`src/rtl/core/ffc_pkg.sv`:
```
// Constants and conversion functions for the float format converter.
package ffc_pkg;

  localparam logic [7:0]  ExpMax   = 8'hFF;
  localparam logic [22:0] QuietBit = 23'h400000;

  localparam logic OpToIeee   = 1'b0;
  localparam logic OpFromIeee = 1'b1;

  // Halve an IEEE single, round to nearest even.
  function automatic logic [31:0] halve_ieee(input logic [31:0] x);
    logic        s;
    logic [7:0]  e;
    logic [22:0] m;
    logic [23:0] sig;
    logic [23:0] q;
    s = x[31];
    e = x[30:23];
    m = x[22:0];
    sig = (e != 8'd0) ? {1'b1, m} : {1'b0, m};
    q = {1'b0, sig[23:1]};
    if (sig[0] && q[0]) q = q + 24'd1;
    if (e == ExpMax) begin
      halve_ieee = {s, ExpMax, (m != 23'd0) ? (m | QuietBit) : 23'd0};
    end else if (e >= 8'd2) begin
      halve_ieee = {s, e - 8'd1, m};
    end else begin
      halve_ieee = {s, 7'd0, q};
    end
  endfunction

  // Double an IEEE single.
  function automatic logic [31:0] double_ieee(input logic [31:0] x);
    logic        s;
    logic [7:0]  e;
    logic [22:0] m;
    s = x[31];
    e = x[30:23];
    m = x[22:0];
    if (e == ExpMax) begin
      double_ieee = {s, ExpMax, (m != 23'd0) ? (m | QuietBit) : 23'd0};
    end else if (e == ExpMax - 8'd1) begin
      double_ieee = {s, ExpMax, 23'd0};
    end else if (e != 8'd0) begin
      double_ieee = {s, e + 8'd1, m};
    end else begin
      double_ieee = {s, 7'd0, m, 1'b0};
    end
  endfunction

endpackage

```
`src/rtl/core/float_format_converter.sv`:
```
// Converter between the bias-128 internal float layout and IEEE 754 single.
// Path: the input register holds the accepted word, then the result register drives result valid.
// Throughput: one item per cycle while the result side is ready; conversion is a single combinational pass.
// While a result waits, input is taken only if the input register is empty.
// Reset (rst_ni low, async) clears both valid flags; data registers are not reset.
module float_format_converter
  import ffc_pkg::*;
(
  input  logic        clk_i,
  input  logic        rst_ni,
  input  logic        s_axis_tvalid,
  output logic        s_axis_tready,
  input  logic [31:0] s_axis_tdata,   // word_in[31:0]
  input  logic        s_axis_tuser,   // operation
  output logic        m_axis_tvalid,
  input  logic        m_axis_tready,
  output logic [31:0] m_axis_tdata    // word_out[31:0]
);

  logic        in_vld_q;
  logic        in_op_q;
  logic [31:0] in_word_q;
  logic        out_vld_q;
  logic [31:0] out_word_q;
  logic [31:0] res_d;
  logic [31:0] ieee;
  logic [31:0] dbl;
  logic        out_free;
  logic        in_free;

  assign out_free = !out_vld_q || m_axis_tready;
  assign in_free  = !in_vld_q || out_free;
  assign s_axis_tready = in_free;

  always_comb begin
    ieee = halve_ieee({in_word_q[23], in_word_q[31:24], in_word_q[22:0]});
    dbl  = double_ieee(in_word_q);
    if (in_op_q == OpToIeee) begin
      res_d = ieee;
    end else begin
      res_d = {dbl[30:23], dbl[31], dbl[22:0]};
    end
  end

  always_ff @(posedge clk_i or negedge rst_ni) begin
    if (!rst_ni) begin
      in_vld_q  <= 1'b0;
      out_vld_q <= 1'b0;
    end else begin
      if (in_free) in_vld_q <= s_axis_tvalid;
      if (out_free) out_vld_q <= in_vld_q;
    end
  end

  always_ff @(posedge clk_i) begin
    if (in_free && s_axis_tvalid) begin
      in_op_q   <= s_axis_tuser;
      in_word_q <= s_axis_tdata;
    end
    if (out_free && in_vld_q) out_word_q <= res_d;
  end

  assign m_axis_tvalid = out_vld_q;
  assign m_axis_tdata  = out_word_q;

endmodule

```
`config.mk`:
```
export PLATFORM = sky130hd
export DESIGN_NAME = float_format_converter
export DESIGN_NICKNAME = d
export VERILOG_FILES = /design/src/rtl/core/ffc_pkg.sv /design/src/rtl/core/float_format_converter.sv
export SDC_FILE = /design/constraint.sdc
export NUM_CORES = 1
export LEC_CHECK = 0
export CORE_ASPECT_RATIO = 0.5
export CORE_UTILIZATION = 45
export DETAILED_ROUTE_END_ITERATION = 10
export DONT_BUFFER_PORTS = 1
export GPL_ROUTABILITY_DRIVEN = 1
export HOLD_SLACK_MARGIN = 0.12
export PLACE_DENSITY = 0.63
export RECOVER_POWER = 50
export SYNTH_ARGS = -nofsm -noshare
export SYNTH_HDL_FRONTEND = slang
export SYNTH_SLANG_ARGS = --single-unit
```
`constraint.sdc`:
```
create_clock -name clk_i -period 5.1 [get_ports clk_i]
set_input_delay 0.765 -clock clk_i [delete_from_list [all_inputs] [get_ports clk_i]]
set_output_delay 0.765 -clock clk_i [all_outputs]
set_load 0.1 [all_outputs]
```
==> run_results.csv <==
group,metric,value,unit
grt,top_usage_layer,"met2",
pwr,swShare,30.9,%
routing,wirelength,7.93,mm
cts,cts-root-buf,"clkbuf_16",
critical_path,crit_arrival,3.17,ns
cts,cts_sinks,67,
critical_path,end_kind,"flip-flop",
placed_design,io_buffers,0,
pwr,leakagePower,1.28,nW
logic_synthesis,synth_edf_count,65,
sta,max_freq,315,MHz
grt,grt_usage,20.5,%
pwr,total_power,1.48,mW
die,die_area,8360,µm²
finish,final_common_cell,"edfxtp_1",
sta,hold_ws,0.480,ns
pwr,sequentialPowerShare,58.0,%
placed_design,place.gp.congestion,0.884,
grt,grt_pass1_wl,12.4,mm
critical_path,crit_path_top_delay_cell,"clkbuf_1",
grt,grt-ovfl-total,0,
sta,setup_tns,0,ns
die,core-area,7510,µm²
sta,skew,0.0107,ns
routing,drt_iter0_markers,192,
critical_path,crit_fanout,24,
sta,setup_viol_count_final,0,
grt,use_met3,6.92,%
finish,stdcell_count,419,
grt,grt_max_degree,33,
logic_synthesis,mappedNetlistNets,360,
sta,slew-limit-headroom,-25.8,%
logic_synthesis,ys.flop_type,"edfxtp_1",
cts,cts_tree,"yes",
sta,hold_viol,0,
die,die_x,128,µm
routing,vias_per_cell,5.81,
cts,clockBufferDepth,2,
pwr,combPwrFrac,6.3,%
critical_path,critPathKind,"reg2reg",
critical_path,startpoint,"m_axis_tvalid",
placed_design,place_inst,402,
logic_synthesis,yosysUniqueCellTypes,45,
logic_synthesis,yosysWarningCount,0,
logic_synthesis,synth_seq_cells,67,
pwr,p_switching,459,µW
finish,area_delta_synth_final,8.26,%
critical_path,cp-start-kind,"flip-flop",
die,initial_utilization,47.8,%
pwr,p_int,1.03,mW
critical_path,cp_slowest_stage_delay,0.93,ns
placed_design,placed_area,3630,µm²
routing,first_pass_iters,4,
logic_synthesis,syn_area,3590,µm²
cts,numCtsBuffers,9,
die,die_y,65.1,µm
hold_path,hp-class,"reg2reg",
sta,finalMaxSlewViolations,33,
cts,cts_max_level,3,
pwr,vdd_drop_max,0.178,mV
cts,clk_pin_slew_worst_paths,0.05,ns
routing,wl_per_cell,18.9,µm
finish,antennaDiodeCount,0,
hold_path,min_from,"in_vld_q",
placed_design,hpwlAfterDp,5.56,mm
logic_synthesis,postSynth.asyncResetShare,2.99,%
cts,clock_latency,0.34,ns
grt,use_met2,29.2,%
critical_path,r2r-start,"m_axis_tvalid",
sta,period_needed,3.17,ns
routing,ant_nets,0,
finish,final_area,3880,µm²
die,rows,22,
finish,mostFrequentLayoutCells,"edfxtp_1 (65), nor2_1 (36), nand2_1 (25)",
sta,worst_pin_slew,1.89,ns
pwr,p_per_area,382,nW/µm²
logic_synthesis,ys_seq_area_share,55.8,%
grt,grt_pass1_vias,2349,
logic_synthesis,postSynthCellCount,315,
finish,drive_gt1_share,5.79,%
routing,drcViolationCount,0,
die,ios,71,
grt,antenna_found_initial,0,
logic_synthesis,syn_avg_cell_area,11.4,µm²
pwr,clkPwrFrac,35.7,%
routing,vias,2434,
sta,fin_crit_sh,62.2,%
cts,cts_resized,0,
critical_path,cp_data_required_time,5.09,ns
sta,rsz0062_at_grt,"no",
grt,met1_usage,28.2,%
status,status,"complete, but fails checks",
status,violations,"max-capacitance violations, max-slew violations",
job,maxCapViolCount,1,
critical_path,crit_chain,"nand3b_1 -> clkbuf_1 -> and2_1 -> buf_4",
finish,nNetsFinal,351,
logic make-up (layout without fill, tap and decap cells):
family / Yosys count / count (layout) / share of synthesized area [%]
DFF: 67 / 67 / 55.8
xor gates and xnor gates: 30 / 30 / 7.32
AOI/OAI and AO/OA: 57 / 57 / 12.2
muxes: 2 / 2 / 0.697
and+or+nand+nor: 121 / 121 / 17.3
buffers and inverters: 30 / 26 / 3.87
adders and majority gates: 8 / 8 / 2.79
cells in the mapped netlist (2+ instances only):
cell	instances	share of area [%]
and3_1	2	0.35
a221o_1	17	4.7
and4_1	3	0.73
a21o_1	3	0.63
xnor2_1	13	3.2
nor4_1	9	1.6
nand2_1	25	2.6
buf_6	2	0.63
nor2_1	36	3.8
a22oi_1	3	0.63
a221oi_1	3	0.73
and2_1	5	0.87
nor3_1	4	0.56
a21oi_1	13	1.8
a32oi_1	2	0.49
clkbuf_1	15	1.6
xor2_1	17	4.1
buf_1	2	0.21
nand4_1	13	2.3
inv_1	6	0.63
o21ai_0	4	0.56
buf_2	4	0.56
nand3_1	13	1.8
a211oi_1	5	1.0
dfrtp_1	2	1.4
nand2b_1	4	0.70
ha_1	8	2.8
edfxtp_1	65	54
layout make-up:
type | count | area [µm²]
Fill cell | 676 | 3630
Clock buffer | 15 | 248
Multi-Input combinational cell | 218 | 1450
Timing Repair Buffer | 4 | 25.0
Inverter | 6 | 22.5
Sequential cell | 67 | 2000
Tap cell | 108 | 135
Clock inverter | 1 | 5.00
power by group through the flow:
stage	logic [mW]	registers (mW)	clock network, mW
after global placement	0.0940	0.869	0
after global routing	0.104	0.866	0.568
after floorplan	0.0919	0.840	0
after CTS	0.0957	0.859	0.548
after detailed placement	0.0948	0.869	0
final	0.0935	0.860	0.531
metrics by stage:
stage | utilization [%] | setup WS (ns)
floorplan | - | 1.90
global placement | 48.3 | 2.39
detailed placement | 48.3 | 2.32
CTS | 51.8 | 2.33
global route | 51.7 | 1.79
finish | 51.7 | 1.93
flip-flops by register name, summed over array words and instances (netlist names):
signal / cells
in_word_q: 32
m_axis_tdata: 32
in_op_q: 1
in_vld_q: 1
m_axis_tvalid: 1
routing by layer:
layer | vias up | wire length [µm]
met4 | 0 | 119
met2 | 86 | 3410
met1 | 1168 | 3890
met3 | 10 | 502
li1 | 1170 | -
met5 | - | 0
worst max-delay path, delay by kind of cell, from the launching register on:
kind	cells	cell delay (ns)
buf+inv	2	1.35
flops	1	0.73
simple gates	2	0.74
final timing paths:
path	endpoint	slack, ns	cells after the start
max	in_word_q[8]	1.93	4
min reg2reg	m_axis_tvalid	0.48	1
max in group asynchronous	in_vld_q	4.30	1
min	m_axis_tvalid	0.48	1
max reg2reg	in_word_q[8]	1.93	4
min in group asynchronous	m_axis_tvalid	0.67	1
timing repair:
| item | 4_1_cts | 5_1_grt |
|---|---|---|
| hold buffers | 1 | 0 |
| hold endpoints to repair | 2 | 0 |
| setup buffers | 0 | 0 |
(Power assumes the default switching activity.)
